File: config.mk
export PLATFORM = sky130hd
export DESIGN_NAME = galois_lfsr16_ranged_rng_top
export DESIGN_NICKNAME = d
export VERILOG_FILES = /design/src/rtl/core/glfsr_pkg.sv /design/src/rtl/core/glfsr_front.sv /design/src/rtl/core/glfsr_queue.sv /design/src/rtl/core/glfsr_back.sv /design/src/rtl/core/galois_lfsr16_ranged_rng_top.sv
export VERILOG_INCLUDE_DIRS = /design/src /design/src/rtl/core
export SDC_FILE = /design/constraint.sdc
export NUM_CORES = 1
export LEC_CHECK = 0
export BUFFER_PORTS_ARGS = -buffer_cell sky130_fd_sc_hd__buf_2
export CORE_MARGIN = 3
export CORE_UTILIZATION = 55
export CTS_CLUSTER_DIAMETER = 150
export CTS_CLUSTER_SIZE = 24
export DETAILED_ROUTE_END_ITERATION = 10
export PLACE_DENSITY_LB_ADDON = 0.15
export SYNTH_ARGS = -nofsm -noshare
export SYNTH_HDL_FRONTEND = slang
export SYNTH_SLANG_ARGS = --single-unit
File: constraint.sdc
create_clock -name i_clk -period 4.2 [get_ports i_clk]
set_input_delay 0.42 -clock i_clk [delete_from_list [all_inputs] [get_ports i_clk]]
set_output_delay 0.42 -clock i_clk [all_outputs]
set_load 0.01 [all_outputs]
File: src/rtl/core/galois_lfsr16_ranged_rng_top_assert.svh
// assertion macros for the ranged lfsr random source
`ifndef GALOIS_LFSR16_RANGED_RNG_TOP_ASSERT_SVH
`define GALOIS_LFSR16_RANGED_RNG_TOP_ASSERT_SVH

// next-cycle implication, masked while reset is asserted
`define GLFSR_ASSERT_NEXT(label, ante, cons) \
    label: assert property (@(posedge i_clk) disable iff (!i_rst_n) (ante) |=> (cons)) \
        else $error("glfsr check failed");

// same-cycle implication, masked while reset is asserted
`define GLFSR_ASSERT_NOW(label, ante, cons) \
    label: assert property (@(posedge i_clk) disable iff (!i_rst_n) (ante) |-> (cons)) \
        else $error("glfsr check failed");

// next-cycle implication that also runs through reset
`define GLFSR_ASSERT_NEXT_ALWAYS(label, ante, cons) \
    label: assert property (@(posedge i_clk) (ante) |=> (cons)) \
        else $error("glfsr check failed");

`endif

File: src/rtl/core/glfsr_pkg.sv
// shared types, constants and lfsr step function for the ranged random source
`timescale 1ns / 1ps

package glfsr_pkg;

    localparam int DATA_W      = 16;
    localparam int CFG_IDX_W   = 2;
    localparam int QUEUE_DEPTH = 2;

    localparam logic [DATA_W-1:0] TAPS_RIGHT = 16'hB400;
    localparam logic [DATA_W-1:0] TAPS_LEFT  = 16'h002D;

    localparam logic [CFG_IDX_W-1:0] CFG_SEED = 2'd0;
    localparam logic [CFG_IDX_W-1:0] CFG_DIR  = 2'd1;

    localparam logic DIR_RIGHT = 1'b0;

    typedef struct packed {
        logic [DATA_W-1:0] raw;
        logic [DATA_W-1:0] diff;
        logic [DATA_W-1:0] lo;
        logic              err;
    } t_job;

    function automatic logic [DATA_W-1:0] lfsr_next(input logic [DATA_W-1:0] v,
                                                    input logic dir);
        logic [DATA_W-1:0] nv;
        if (dir == DIR_RIGHT) begin
            nv = {1'b0, v[DATA_W-1:1]} ^ (v[0] ? TAPS_RIGHT : '0);
        end else begin
            nv = {v[DATA_W-2:0], 1'b0} ^ (v[DATA_W-1] ? TAPS_LEFT : '0);
        end
        return nv;
    endfunction

endpackage

File: src/rtl/core/glfsr_front.sv
// front end: config registers, lfsr advance and bound classification per item
`timescale 1ns / 1ps

module glfsr_front (
    input  logic                               i_clk,
    input  logic                               i_rst_n,
    input  logic                               i_cfg_valid,
    output logic                               o_cfg_ready,
    input  logic [glfsr_pkg::CFG_IDX_W-1:0]    i_cfg_index,
    input  logic [glfsr_pkg::DATA_W-1:0]       i_cfg_data,
    input  logic                               i_push,
    input  logic                               i_q_full,
    input  logic [glfsr_pkg::DATA_W-1:0]       i_range_min,
    input  logic [glfsr_pkg::DATA_W-1:0]       i_range_max,
    output logic                               o_job_push,
    output glfsr_pkg::t_job                    o_job
);
    import glfsr_pkg::*;

    logic [DATA_W-1:0] r_shift;
    logic [DATA_W-1:0] n_shift;
    logic              r_dir;
    logic              n_dir;
    logic [DATA_W-1:0] w_next;
    logic [DATA_W-1:0] w_diff;
    logic              w_cfg_wr;

    assign o_cfg_ready = 1'b1;
    assign w_cfg_wr    = i_cfg_valid;
    assign o_job_push  = i_push && !i_q_full;
    assign w_next      = lfsr_next(r_shift, r_dir);
    assign w_diff      = (i_range_max >= i_range_min) ? (i_range_max - i_range_min)
                                                      : (i_range_min - i_range_max);

    always_comb begin
        o_job.raw  = w_next;
        o_job.diff = w_diff;
        o_job.lo   = i_range_min;
        o_job.err  = (w_diff == '0);
    end

    always_comb begin
        n_shift = r_shift;
        n_dir   = r_dir;
        if (w_cfg_wr) begin
            case (i_cfg_index)
                CFG_SEED: n_shift = i_cfg_data;
                CFG_DIR:  n_dir   = i_cfg_data[0];
                default:  ;
            endcase
        end else if (o_job_push) begin
            n_shift = w_next;
        end
    end

    always_ff @(posedge i_clk) begin
        if (!i_rst_n) begin
            r_shift <= '0;
            r_dir   <= DIR_RIGHT;
        end else begin
            r_shift <= n_shift;
            r_dir   <= n_dir;
        end
    end

endmodule

File: src/rtl/core/glfsr_queue.sv
// short job queue between the front end and the divider
`timescale 1ns / 1ps

module glfsr_queue #(
    parameter int DEPTH = glfsr_pkg::QUEUE_DEPTH
) (
    input  logic            i_clk,
    input  logic            i_rst_n,
    input  logic            i_push,
    input  glfsr_pkg::t_job i_job,
    output logic            o_full,
    input  logic            i_pop,
    output glfsr_pkg::t_job o_job,
    output logic            o_empty
);
    import glfsr_pkg::*;

    // depth of two or more
    localparam int PTR_W = $clog2(DEPTH);
    localparam int CNT_W = $clog2(DEPTH + 1);
    localparam logic [PTR_W-1:0] LAST_PTR = PTR_W'(DEPTH - 1);
    localparam logic [CNT_W-1:0] FULL_CNT = CNT_W'(DEPTH);

    t_job             r_slot [DEPTH];
    logic [PTR_W-1:0] r_wr_ptr;
    logic [PTR_W-1:0] r_rd_ptr;
    logic [CNT_W-1:0] r_count;
    logic             w_wr;
    logic             w_rd;

    assign o_full  = (r_count == FULL_CNT);
    assign o_empty = (r_count == '0);
    assign o_job   = r_slot[r_rd_ptr];
    assign w_wr    = i_push && !o_full;
    assign w_rd    = i_pop && !o_empty;

    always_ff @(posedge i_clk) begin
        if (w_wr) begin
            r_slot[r_wr_ptr] <= i_job;
        end
    end

    always_ff @(posedge i_clk) begin
        if (!i_rst_n) begin
            r_wr_ptr <= '0;
            r_rd_ptr <= '0;
            r_count  <= '0;
        end else begin
            if (w_wr) begin
                r_wr_ptr <= (r_wr_ptr == LAST_PTR) ? '0 : r_wr_ptr + 1'b1;
            end
            if (w_rd) begin
                r_rd_ptr <= (r_rd_ptr == LAST_PTR) ? '0 : r_rd_ptr + 1'b1;
            end
            if (w_wr && !w_rd) begin
                r_count <= r_count + 1'b1;
            end else if (w_rd && !w_wr) begin
                r_count <= r_count - 1'b1;
            end
        end
    end

endmodule

File: src/rtl/core/glfsr_back.sv
// back end: bit-serial restoring remainder, range offset and result register
`timescale 1ns / 1ps

module glfsr_back (
    input  logic                          i_clk,
    input  logic                          i_rst_n,
    input  logic                          i_q_empty,
    input  glfsr_pkg::t_job               i_job,
    output logic                          o_q_pop,
    output logic                          o_empty,
    input  logic                          i_pop,
    output logic [glfsr_pkg::DATA_W-1:0]  o_raw_value,
    output logic [glfsr_pkg::DATA_W-1:0]  o_ranged_value,
    output logic                          o_range_error
);
    import glfsr_pkg::*;

    localparam int CNT_W = $clog2(DATA_W);
    localparam logic [CNT_W-1:0] LAST_CNT = CNT_W'(DATA_W - 1);

    typedef enum logic [1:0] {
        S_IDLE,
        S_DIV,
        S_DONE
    } t_state;

    t_state            r_state, n_state;
    t_job              r_job, n_job;
    logic [DATA_W-1:0] r_rem, n_rem;
    logic [DATA_W-1:0] r_dvd, n_dvd;
    logic [CNT_W-1:0]  r_cnt, n_cnt;
    logic              r_out_valid, n_out_valid;
    logic [DATA_W-1:0] r_raw, n_raw;
    logic [DATA_W-1:0] r_ranged, n_ranged;
    logic              r_err, n_err;

    logic [DATA_W:0]   w_rem_sh;
    logic [DATA_W:0]   w_rem_sub;
    logic              w_ge;
    logic              w_out_free;
    logic              w_load;

    assign w_rem_sh   = {r_rem, r_dvd[DATA_W-1]};
    assign w_rem_sub  = w_rem_sh - {1'b0, r_job.diff};
    assign w_ge       = (w_rem_sh >= {1'b0, r_job.diff});
    assign w_out_free = !r_out_valid || i_pop;

    always_comb begin
        n_state     = r_state;
        n_job       = r_job;
        n_rem       = r_rem;
        n_dvd       = r_dvd;
        n_cnt       = r_cnt;
        n_out_valid = r_out_valid;
        n_raw       = r_raw;
        n_ranged    = r_ranged;
        n_err       = r_err;
        w_load      = 1'b0;

        if (i_pop && r_out_valid) begin
            n_out_valid = 1'b0;
        end

        case (r_state)
            S_IDLE: begin
                w_load = !i_q_empty;
            end
            S_DIV: begin
                n_rem = w_ge ? w_rem_sub[DATA_W-1:0] : w_rem_sh[DATA_W-1:0];
                n_dvd = {r_dvd[DATA_W-2:0], 1'b0};
                n_cnt = r_cnt + 1'b1;
                if (r_cnt == LAST_CNT) begin
                    n_state = S_DONE;
                end
            end
            S_DONE: begin
                if (w_out_free) begin
                    n_out_valid = 1'b1;
                    n_raw       = r_job.raw;
                    n_ranged    = r_rem + r_job.lo;
                    n_err       = r_job.err;
                    n_state     = S_IDLE;
                    w_load      = !i_q_empty;
                end
            end
            default: begin
                n_state = S_IDLE;
            end
        endcase

        // equal bounds skip the divider with a zero remainder
        if (w_load) begin
            n_job   = i_job;
            n_rem   = '0;
            n_dvd   = i_job.raw;
            n_cnt   = '0;
            n_state = i_job.err ? S_DONE : S_DIV;
        end
    end

    assign o_q_pop        = w_load;
    assign o_empty        = !r_out_valid;
    assign o_raw_value    = r_raw;
    assign o_ranged_value = r_ranged;
    assign o_range_error  = r_err;

    always_ff @(posedge i_clk) begin
        if (!i_rst_n) begin
            r_state     <= S_IDLE;
            r_out_valid <= 1'b0;
        end else begin
            r_state     <= n_state;
            r_out_valid <= n_out_valid;
            r_job       <= n_job;
            r_rem       <= n_rem;
            r_dvd       <= n_dvd;
            r_cnt       <= n_cnt;
            r_raw       <= n_raw;
            r_ranged    <= n_ranged;
            r_err       <= n_err;
        end
    end

endmodule

File: src/rtl/core/galois_lfsr16_ranged_rng_top.sv
// equal bounds bypass the divider and go straight to the result register
// the 16-step bit-serial remainder unit takes one item at a time, and the next only as it hands a result on
// the front end takes items back to back until the job queue fills
// reset: synchronous active low, clears shift register (seed), direction, job queue and result flag
// top level of the ranged lfsr random source
`timescale 1ns / 1ps

module galois_lfsr16_ranged_rng_top #(
    parameter int QUEUE_DEPTH = glfsr_pkg::QUEUE_DEPTH
) (
    input  logic                             i_clk,
    input  logic                             i_rst_n,
    input  logic                             i_cfg_valid,
    output logic                             o_cfg_ready,
    input  logic [glfsr_pkg::CFG_IDX_W-1:0]  i_cfg_index,
    input  logic [glfsr_pkg::DATA_W-1:0]     i_cfg_data,
    input  logic                             push,
    output logic                             full,
    input  logic [glfsr_pkg::DATA_W-1:0]     i_range_min,
    input  logic [glfsr_pkg::DATA_W-1:0]     i_range_max,
    output logic                             empty,
    input  logic                             pop,
    output logic [glfsr_pkg::DATA_W-1:0]     o_raw_value,
    output logic [glfsr_pkg::DATA_W-1:0]     o_ranged_value,
    output logic                             o_range_error
);
    import glfsr_pkg::*;

    t_job w_front_job;
    t_job w_back_job;
    logic w_job_push;
    logic w_q_full;
    logic w_q_empty;
    logic w_q_pop;

    assign full = w_q_full;

    glfsr_front u_front (
        .i_clk       (i_clk),
        .i_rst_n     (i_rst_n),
        .i_cfg_valid (i_cfg_valid),
        .o_cfg_ready (o_cfg_ready),
        .i_cfg_index (i_cfg_index),
        .i_cfg_data  (i_cfg_data),
        .i_push      (push),
        .i_q_full    (w_q_full),
        .i_range_min (i_range_min),
        .i_range_max (i_range_max),
        .o_job_push  (w_job_push),
        .o_job       (w_front_job)
    );

    glfsr_queue #(
        .DEPTH (QUEUE_DEPTH)
    ) u_queue (
        .i_clk   (i_clk),
        .i_rst_n (i_rst_n),
        .i_push  (w_job_push),
        .i_job   (w_front_job),
        .o_full  (w_q_full),
        .i_pop   (w_q_pop),
        .o_job   (w_back_job),
        .o_empty (w_q_empty)
    );

    glfsr_back u_back (
        .i_clk          (i_clk),
        .i_rst_n        (i_rst_n),
        .i_q_empty      (w_q_empty),
        .i_job          (w_back_job),
        .o_q_pop        (w_q_pop),
        .o_empty        (empty),
        .i_pop          (pop),
        .o_raw_value    (o_raw_value),
        .o_ranged_value (o_ranged_value),
        .o_range_error  (o_range_error)
    );

`include "galois_lfsr16_ranged_rng_top_assert.svh"

    `GLFSR_ASSERT_NEXT(a_push_fills_queue, w_job_push, !w_q_empty)
    `GLFSR_ASSERT_NOW(a_queue_flags_exclusive, w_q_full, !w_q_empty)
    `GLFSR_ASSERT_NEXT(a_no_pop_when_empty, w_q_empty && !w_job_push, !w_q_full)
    `GLFSR_ASSERT_NEXT_ALWAYS(a_reset_clears_result, !i_rst_n, empty)

endmodule

==> results of run 1 <==
==> sequential cells by signal (all words and copies together) (netlist names), 2 cells and up, named ones only <==
| register | count |
|---|---|
| u_back.o_ranged_value | 16 |
| u_front.r_shift | 16 |
| u_back.r_rem | 16 |
| u_back.r_job | 49 |
| u_back.r_dvd | 16 |
| u_back.r_state | 2 |
| u_back.r_cnt | 4 |
| u_queue.r_slot | 98 |
| u_back.o_raw_value | 16 |
| u_queue.r_count | 2 |
==> area by class of cell <==
type / instances / area share
clock buffers: 23 / 0.0310
multi-input cells: 641 / 0.348
inverters: 71 / 0.0202
repair buffers: 105 / 0.0428
clock inverters: 1 / 0.00227
flip-flops and latches: 241 / 0.529
well taps: 275 / 0.0261
==> kinds of logic (layout without fill, tap and decap cells) <==
family,count (synthesis),count (layout),share of synthesized area
adder cells (fa/ha/maj),68,68,0.0734
AO/OA/AOI/OAI,174,174,0.0931
XOR/XNOR,47,47,0.0343
other,1,1,0.000312
flip-flops,241,241,0.582
buffers and inverters,110,200,0.0372
AND/OR/NAND/NOR,278,278,0.112
multiplexers,73,73,0.0672
==> per-layer routing <==
layer  global-route usage  wire (um)  vias up
met2                0.301      10100      151
met3               0.0242        954       23
li1                     -          -     3732
met5                    0          0        -
met1                0.299      11500     3532
met4               0.0366        343        0
==> worst max path at each step <==
| stage | to | slack [ns] | cells past startpoint |
|---|---|---|---|
| floorplan | u_queue.r_slot[0][0] | 0.67 | 13 |
| global placement | u_queue.r_slot[0][0] | 0.35 | 15 |
| detailed placement | u_queue.r_slot[1][0] | 0.25 | 15 |
| CTS | u_queue.r_slot[1][0] | 0.74 | 13 |
| global route | u_queue.r_slot[1][0] | 0.49 | 13 |
| finish | u_queue.r_slot[1][0] | 0.72 | 13 |
==> power groups by stage <==
stage          combinational (W)  clock [W]  sequential (W)
6_report                 0.00325    0.00144         0.00378
5_1_grt                  0.00367    0.00157         0.00384
4_1_cts                  0.00326    0.00148         0.00378
3_5_place_dp             0.00325          0         0.00384
3_3_place_gp             0.00320          0         0.00381
2_1_floorplan            0.00252          0         0.00374
==> metrics by stage <==
step                      utilization  instance area, um^2  power [W]
after global routing            0.622                13200    0.00908
after detailed placement        0.601                12800    0.00709
after CTS                       0.622                13200    0.00853
after global placement          0.601                12800    0.00701
after floorplan                     -                12000    0.00626
final                           0.622                13200    0.00847
==> Yosys cell counts (3+ instances only) <==
| cell type | instances |
|---|---|
| sky130_fd_sc_hd__nor3b_1 | 5 |
| sky130_fd_sc_hd__o21ai_0 | 42 |
| sky130_fd_sc_hd__inv_1 | 70 |
| sky130_fd_sc_hd__nor4_1 | 4 |
| sky130_fd_sc_hd__a21oi_1 | 45 |
| sky130_fd_sc_hd__nor3_1 | 11 |
| sky130_fd_sc_hd__o21a_1 | 9 |
| sky130_fd_sc_hd__buf_2 | 4 |
| sky130_fd_sc_hd__nand4_1 | 10 |
| sky130_fd_sc_hd__or2_2 | 5 |
| sky130_fd_sc_hd__clkbuf_1 | 22 |
| sky130_fd_sc_hd__buf_4 | 3 |
| sky130_fd_sc_hd__a21o_1 | 9 |
| sky130_fd_sc_hd__nand2_1 | 89 |
| sky130_fd_sc_hd__nand3_1 | 22 |
| sky130_fd_sc_hd__o21bai_1 | 6 |
| sky130_fd_sc_hd__a21boi_0 | 5 |
| sky130_fd_sc_hd__edfxtp_1 | 216 |
| sky130_fd_sc_hd__o31ai_1 | 16 |
| sky130_fd_sc_hd__or3_1 | 3 |
| sky130_fd_sc_hd__o41ai_1 | 4 |
| sky130_fd_sc_hd__ha_1 | 64 |
| sky130_fd_sc_hd__a211oi_1 | 14 |
| sky130_fd_sc_hd__buf_1 | 6 |
| sky130_fd_sc_hd__xor2_1 | 11 |
| sky130_fd_sc_hd__mux2_2 | 61 |
| sky130_fd_sc_hd__nand2b_1 | 13 |
| sky130_fd_sc_hd__nor2b_1 | 20 |
| sky130_fd_sc_hd__nor2_1 | 64 |
| sky130_fd_sc_hd__and2_1 | 20 |
| sky130_fd_sc_hd__or4_1 | 3 |
| sky130_fd_sc_hd__xnor2_1 | 36 |
| sky130_fd_sc_hd__o211a_1 | 4 |
| sky130_fd_sc_hd__dfxtp_1 | 25 |
| sky130_fd_sc_hd__fa_1 | 4 |
| sky130_fd_sc_hd__mux2i_1 | 12 |
==> results.md, run 1 <==
Status:
- The flow ran to the end, and the final reports show no timing, DRC or antenna violations.

Layout:
- Leaving out fill and tap cells, the most frequent cell in the layout is sky130_fd_sc_hd__edfxtp_1.
- Excluding fillers, the count of instances in the completed layout stands at approximately 1.4k.
- The final layout contains around 1.2k nets.
- The relative area change from synthesis to final layout is 10.0%.
- In the final layout, the share of cells above drive strength 1 is 0.186.
- The multi-input combinational cells in the finished layout cover a total of 4600 um^2.
- Counting the fill cells in the layout gives 1727.
- Across the whole layout, storage elements account for approximately 7000 um^2.
- The top cell types in the final layout, fill and taps aside, are sky130_fd_sc_hd__edfxtp_1, sky130_fd_sc_hd__nand2_1, sky130_fd_sc_hd__buf_2.
- The repair_antennas step left the layout with diodes totalling 0.

Route:
- After detailed routing, the total wire length is ~23000 um.
- After detailed routing, the average wire length per cell comes to 16.9 um.
- The vias per cell is between 5 and 6.
- In this run, the number of DRC markers left after iteration 0 of detailed routing was around 450.
- In the routed design, unresolved DRC markers number 0.
- The remaining antenna violation count after routing is 0.
- The number of detailed-route iterations in the first pass is 5.
- The via count of the routed design is 7438.

Synthesis:
- The most used flip-flop cell after synthesis is sky130_fd_sc_hd__edfxtp_1.
- The average instance area after synthesis is approximately 12 um^2.
- Synthesis produced 992 cells.
- The cell area that synthesis handed to floorplanning was between 10000 and 15000 um^2.
- The fraction of synthesis flops using an asynchronous set or reset pin is 0.
- In the post-synthesis netlist, the biggest area contributors are sky130_fd_sc_hd__edfxtp_1, sky130_fd_sc_hd__ha_1, sky130_fd_sc_hd__mux2_2, sky130_fd_sc_hd__dfxtp_1, sky130_fd_sc_hd__nand2_1.
- Counting flops with a built-in enable in the synthesized netlist gives between 200 and 250.
- The number of nets in the synthesized netlist is 1115.
- The number of different library cells used by synthesis comes to just over 60.
- Of the post-synthesis cell area, the dominant cell type holds 0.540.
- The post-synthesis sequential area ratio is 0.582.
- The biggest area contributor in the post-synthesis netlist is sky130_fd_sc_hd__edfxtp_1.
- The synthesized design contains approximately 240 register bits.
- The Yosys step of the flow raised 0 warnings.

Floorplan:
- The floorplan step defined a die boundary enclosing around 24000 um^2.
- The core box area is between 20000 and 25000 um^2.
- The I/O pin count is between 90 and 100.
- The row count is 53.
- The initial cell density of the core is 0.566.
- The die boundary width is between 150 and 200 um.
- The die is ~150 um tall.

Timing:
- The setup clock skew after layout is roughly 0.037 ns.
- The number of pins with negative max-slew slack in the final report is 0.
- The pin slew with the least headroom to its limit is 0.935 ns.
- The hold violation count in the final report is 0.
- The worst pin sits at a relative slew slack of 0.375.
- Setup repair after global routing left no endpoint under its margin.
- The clock period minus worst slack is about 3.5 ns.
- After layout, the worst setup slack is about 0.72 ns.
- Setup violations remaining at the end of the flow were counted as 0.
- Dividing the final minimum period by the clock period gives 0.829.
- The highest clock frequency the design can meet is roughly 290 MHz.
- The setup TNS is 0 ns.
- The worst hold slack is between 0.1 and 0.15 ns.

Pwr:
- Of the total power, the clock network draws 0.170.
- Summed over all cells, the static leakage comes to between 5 and 6 nW.
- The fraction of power consumed by sequential logic is 0.447.
- In this run the power density over the cells is 642 nW/um^2.
- The switching power total is between 0.002 and 0.003 W.
- Of the total power, combinational logic draws 0.384.
- The internal power contribution is between 0.005 and 0.006 W.
- The worst-case IR drop observed on VDD is 0.390 mV.
- Of the total power, the share spent switching nets is 0.341.

Clocking:
- The latest clock arrival within the worst-skew pair is 0.49 ns.
- The clock tree root buffer cell is sky130_fd_sc_hd__clkbuf_16.
- The CTS tree is yes.
- In this run the number of H-tree levels came out at 1.
- In this run, CTS created clock tree buffers numbering 14.
- The number of buffers inserted for hold repair after clock tree synthesis is 0.
- The deepest clock path buffer count is 3.
- The clock drives 241 sinks.
- The post-cts sizing count is 0.
- The post-CTS repair timing setup buffer count is 0.
- The CTS clock-pin slew for the worst setup and hold paths is ~0.090 ns.

Setup path:
- The critical path starts at i_range_min[3].
- Along the worst path, the maximum fanout reaches 12.
- Among cell families on the critical path, the largest total delay comes from simple AND/OR/NAND/NOR gates.
- For the worst flop-to-flop path, the logic depth is 11.
- STA classifies the critical path startpoint as an input pin.
- The most frequent cell on the critical path is sky130_fd_sc_hd__or4_1.
- For the worst setup path, the data required time is ~4.5 ns.
- Walking the worst path, the cells encountered are buf_2 > inv_1 > ha_1 > a21oi_1 > a311oi_1 > a211oi_1 > o21a_2 > buf_4 > mux2i_1 > xnor2_1 > or4_1 > or4_1 > nor4_2.
- The type of the worst setup path is in2reg.
- The endpoint identified for the worst register-to-register timing path is u_back.r_rem[3].
- The source of the worst register-to-register timing path is u_back.r_rem[0].
- The data arrival time of the critical path is between 3 and 4 ns.
- The number of buffers and inverters on the critical path is 3.
- In this design, the stage delay of the slowest critical-path cell is around 0.53 ns.
- The cell with the largest stage delay on the worst path is sky130_fd_sc_hd__or4_1.
- Across all register-to-register paths, the minimum setup slack is 0.72 ns.
- The kind of end point of the critical path is a flip-flop.

Placed design:
- The worst setup slack before clock tree synthesis is approximately 0.25 ns.
- At the end of routability-driven placement, the weighted congestion stood at ~0.9.
- The detailed placement HPWL is 16700 um.
- Once placement completed, the tool counted placed cells totaling between 1k and 1.5k.
- The total of buffers placed on input and output ports is ~90.

Min path:
- Counting instances, the worst hold path has a depth of 1.
- The terminating pin of the worst hold path is u_queue.r_slot[0][16].
- The worst hold path begins at i_range_min[15].
- The worst hold-check path type is in2reg.

Global route:
- The first-pass GRT wire length is around 37000 um.
- In the global route stage, overall resource usage came out at 0.194.
- The pin count of the biggest net entering global routing is 45.
- The initial antenna violation count is 1.
- After global routing the overflow that remains totals 0.
- The via count of the first global-routing pass is a little over 7k.

Flow run:
- The count of max-cap constraint violations is 0.
No activity file was read; power rests on OpenSTA's default activity.
==> run 2, diff against run 1 <==
- ABC_AREA: not set -> 1
- clock period: 4.2 -> 3.46 ns (I/O delays scaled with it)
==> results.md, run 2 <==
Flow run:
- The tool flagged a number of max-cap violations equal to 0.

Pwr:
- The fraction of power spent switching nets is 0.363.
- The standby leakage power is between 5 and 6 nW.
- Cell internal power was estimated by the tool at roughly 0.0067 W.
- The analysis attributes to net switching a power of roughly 0.0038 W.
- Across the VDD grid, the largest voltage drop is between 0.3 and 0.4 mV.
- Power spread over the standard cell area amounts to around 760 nW/um^2.
- The share of total power dissipated in sequential elements is 0.448.
- The power share of the combinational group is 0.391.
- The clock network fraction of total power is 0.161.

Route:
- After detailed routing, the wire length on met1 is about 12000 um.
- The highest metal layer carrying signal wires in the routed design is met4.
- The wire length on met3 is approximately 840 um.
- Dividing the detail-routed wire length by the instance count gives about 16 um.
- The detailed router placed between 8k and 9k vias in this run.
- The remaining routing DRC violations is 0.
- The vias per cell is about 5.3.
- The number of detailed-route iterations in the first pass is 5.
- The first-iteration detailed-routing DRC count is ~530.
- The routed design uses about 11000 um of met2 wire.
- The remaining antenna violation count after routing is 0.
- The wire length after detailed routing is 24900 um.

Setup path:
- The worst setup path is launched from a flip-flop.
- The launching element of the worst setup path is u_back.r_rem[1].
- Data on the critical path arrives at its endpoint at between 3 and 4 ns.
- The flop-to-flop setup slack is approximately 0.45 ns.
- The path depth of the worst reg2reg path is 11.
- The capturing element of the worst setup path is u_back.r_rem[9].
- The data required time of the critical path is approximately 3.6 ns.
- The top fanout value on the critical path is 31.
- The kind of end point of the critical path is a flip-flop.
- The end of the worst register-to-register path is u_back.r_rem[9].
- By startpoint and endpoint, the worst setup path is classified as reg2reg.
- The startpoint identified for the worst register-to-register timing path is u_back.r_rem[1].

Layout:
- The library cells used most frequently in the layout, excluding fill and tap cells, are sky130_fd_sc_hd__nand2_1, sky130_fd_sc_hd__edfxtp_1, sky130_fd_sc_hd__inv_1.
- In the final layout, the registers with the most flip-flops are u_queue.r_slot: 98 flops, u_back.r_job: 49 flops.
- The register with the most flip-flops in the layout has 98 of them.
- The leading cell type in the layout, fill and taps excluded is sky130_fd_sc_hd__nand2_1.
- The share of post-route cells with drive strength above 1 is 0.165.
- The count of nets after finishing is about 1.4k.
- The layout filler cell count is about 1.8k.
- The relative area change from synthesis to final layout is 9.10%.
- The register with the most flip-flops in the final layout is u_queue.r_slot.
- The antenna diode instance count is 0.

Placed design:
- The congestion estimate from routability-driven global placement came to roughly 0.93.
- Once detailed placement completed, the half-perimeter wirelength came to 18600 um.
- The worst setup slack before clock tree synthesis is between 0.5 and 0.6 ns.
- The total of buffers placed on input and output ports is between 80 and 90.

Synthesis:
- The commonest cells after synthesis are sky130_fd_sc_hd__nand2_1, sky130_fd_sc_hd__edfxtp_1, sky130_fd_sc_hd__inv_1, sky130_fd_sc_hd__a21oi_1.
- The cell area after synthesis is around 13000 um^2.
- The total of warnings raised by yosys is 0.
- Of the post-synthesis cell area, the dominant cell type holds 0.517.
- Each instance of the synthesized netlist takes up on average just over 10 um^2.
- The count of flip-flops with a built-in enable after synthesis is between 200 and 250.
- By area the synthesized netlist is led by sky130_fd_sc_hd__edfxtp_1, sky130_fd_sc_hd__nand2_1, sky130_fd_sc_hd__ha_1, sky130_fd_sc_hd__mux2_2, sky130_fd_sc_hd__inv_1.
- Yosys mapped the design onto 48 distinct sky130hd cell types.
- The number of flip-flops and latches in the synthesized netlist is between 200 and 250.
- The count of mapped cells out of synthesis is between 1k and 1.5k.
- The share of the Yosys chip area taken by registers is 0.557.
- The most numerous cell in the Yosys netlist is sky130_fd_sc_hd__nand2_1.
- The most used flip-flop cell after synthesis is sky130_fd_sc_hd__edfxtp_1.
- Of all flip-flops after synthesis, the portion carrying an async set or reset was 0.
- The number of nets in the synthesized netlist is about 1.3k.
- The largest area contributor in the netlist is sky130_fd_sc_hd__edfxtp_1.

Floorplan:
- 91 I/O pins were placed.
- The region available for standard cell placement spans 22100 um^2.
- The row count is 54.
- The die footprint is between 20000 and 25000 um^2.
- The die boundary width is roughly 160 um.
- In this run the vertical extent of the chip is around 160 um.
- The initial cell density of the core is 0.568.

Timing:
- Across all hold checks on the routed design, the worst slack comes to approximately 0.08 ns.
- For the final database, setup skew stands at between 0.02 and 0.03 ns.
- The relative max-transition margin is 0.409.
- Derived from the worst setup path, the maximum achievable clock frequency is between 300 and 400 MHz.
- The hold violation count in the final report is 0.
- The setup slack of the critical path after layout is 0.447 ns.
- Dividing the final minimum period by the clock period gives 0.871.
- Setup repair after global routing left no endpoint under its margin.
- For the pin with the worst max-slew slack, the measured transition is 0.884 ns.
- The clock period minus worst slack is 3.01 ns.
- For the final routed database, the setup TNS stands at 0 ns.
- The number of endpoints failing setup at the final stage is 0.
- The number of pins with negative max-slew slack in the final report is 0.

Global route:
- Across every metal layer, demand over resource in global routing totals 0.204.
- The pin count of the biggest net entering global routing is between 40 and 50.
- The via count of the first global-routing pass is a little under 8k.
- The initial antenna violation count came to 0.
- For this run the aggregate overflow at the end of global routing stands at 0.
- The first-pass GRT wire length is around 40000 um.

Status:
- The flow ran to the end, and the final reports show no timing, DRC or antenna violations.

Min path:
- The worst hold-check path type is in2reg.
- Counting instances, the worst hold path has a depth of 1.

Clocking:
- The post-CTS repair timing setup buffer count is 0.
- After clock tree synthesis, the flow added hold-fix buffers numbering 0.
- TritonCTS built the clock tree.
- The H-tree depth is 1.
- The clock tree root buffer cell is sky130_fd_sc_hd__clkbuf_16.
- The number of clock buffers inserted by TritonCTS is 14.
- The deepest clock path buffer count is 3.
- The number of clock sinks seen by CTS is around 240.
- The CTS clock-pin slew for the worst setup and hold paths is roughly 0.10 ns.
- Post-CTS repair changed the size of 0 cells.
- The latest clock arrival within the worst-skew pair is slightly below 0.5 ns.
run 2: cell count changes after synthesis, sizes merged, moves of 17 or more:
cell / delta
nand2: +247
a21oi: +33
nor2b: -20
nand3: +30
o21ai: +24
xnor2: -17
inv: +72
and2: -19
run 2: final cells by class:
cell class	count	area, um^2	area share
Clock buffer	18	365	0.0267
Clock inverter	2	46.3	0.00338
Inverter	144	548	0.0400
Multi-Input combinational cell	805	4850	0.354
Sequential cell	241	6990	0.510
Tap cell	280	350	0.0256
Timing Repair Buffer	102	543	0.0397
run 2: stage by stage:
| step | instances | cell area [um^2] | power [W] | util |
|---|---|---|---|---|
| final | 1592 | 13700 | 0.0105 | 0.620 |
| after global routing | 1592 | 13700 | 0.0112 | 0.620 |
| after CTS | 1592 | 13700 | 0.0105 | 0.620 |
| after detailed placement | 1572 | 13300 | 0.00882 | 0.601 |
| after global placement | 1572 | 13300 | 0.00873 | 0.601 |
| after floorplan | 1225 | 12500 | 0.00773 | - |
run 2: worst min-delay path by stage:
stage                           from                     to
finish               i_range_min[15]  u_queue.r_slot[0][16]
global route         i_range_min[15]  u_queue.r_slot[0][16]
CTS                  i_range_min[15]  u_queue.r_slot[0][16]
detailed placement  u_back.r_job[37]  u_back.o_raw_value[4]
global placement    u_back.r_job[40]  u_back.o_raw_value[7]
floorplan            u_back.r_job[0]   u_back.o_range_error
run 2: logic make-up (layout without fill, tap and decap cells):
| group | count (synthesis) | in the layout | synth area share |
|---|---|---|---|
| buf+inv | 179 | 266 | 0.0594 |
| compound gates | 171 | 171 | 0.0747 |
| fa+ha+maj | 68 | 68 | 0.0702 |
| xor+xnor | 46 | 46 | 0.0321 |
| flops | 241 | 241 | 0.557 |
| mux | 47 | 47 | 0.0422 |
| other cells | 1 | 1 | 0.000299 |
| simple gates | 472 | 472 | 0.164 |
run 2: metal layers:
metal  global-route usage  vias to the layer above
met3               0.0170                       20
met5                    0                        -
met4               0.0347                        0
met2                0.321                      165
li1                     -                     4293
met1                0.317                     3958
run 2: power by group through the flow:
| stage | Sequential (W) | Clock (W) | Combinational [W] |
|---|---|---|---|
| CTS | 0.00469 | 0.00171 | 0.00410 |
| floorplan | 0.00466 | 0 | 0.00307 |
| global route | 0.00477 | 0.00181 | 0.00464 |
| finish | 0.00468 | 0.00168 | 0.00409 |
| detailed placement | 0.00475 | 0 | 0.00406 |
| global placement | 0.00472 | 0 | 0.00401 |
run 2: worst max-delay path, cell delays in order (launching register included):
cell                       delay, ns
sky130_fd_sc_hd__edfxtp_1       0.46
sky130_fd_sc_hd__ha_1           0.40
sky130_fd_sc_hd__a21oi_1        0.17
sky130_fd_sc_hd__nand2_1        0.11
sky130_fd_sc_hd__a21oi_1        0.28
sky130_fd_sc_hd__o21bai_2       0.12
sky130_fd_sc_hd__nand2_1        0.07
sky130_fd_sc_hd__nand2_1        0.07
sky130_fd_sc_hd__nand2_1        0.08
sky130_fd_sc_hd__nand2_1        0.51
sky130_fd_sc_hd__o21ai_0        0.39
sky130_fd_sc_hd__a21oi_1        0.07
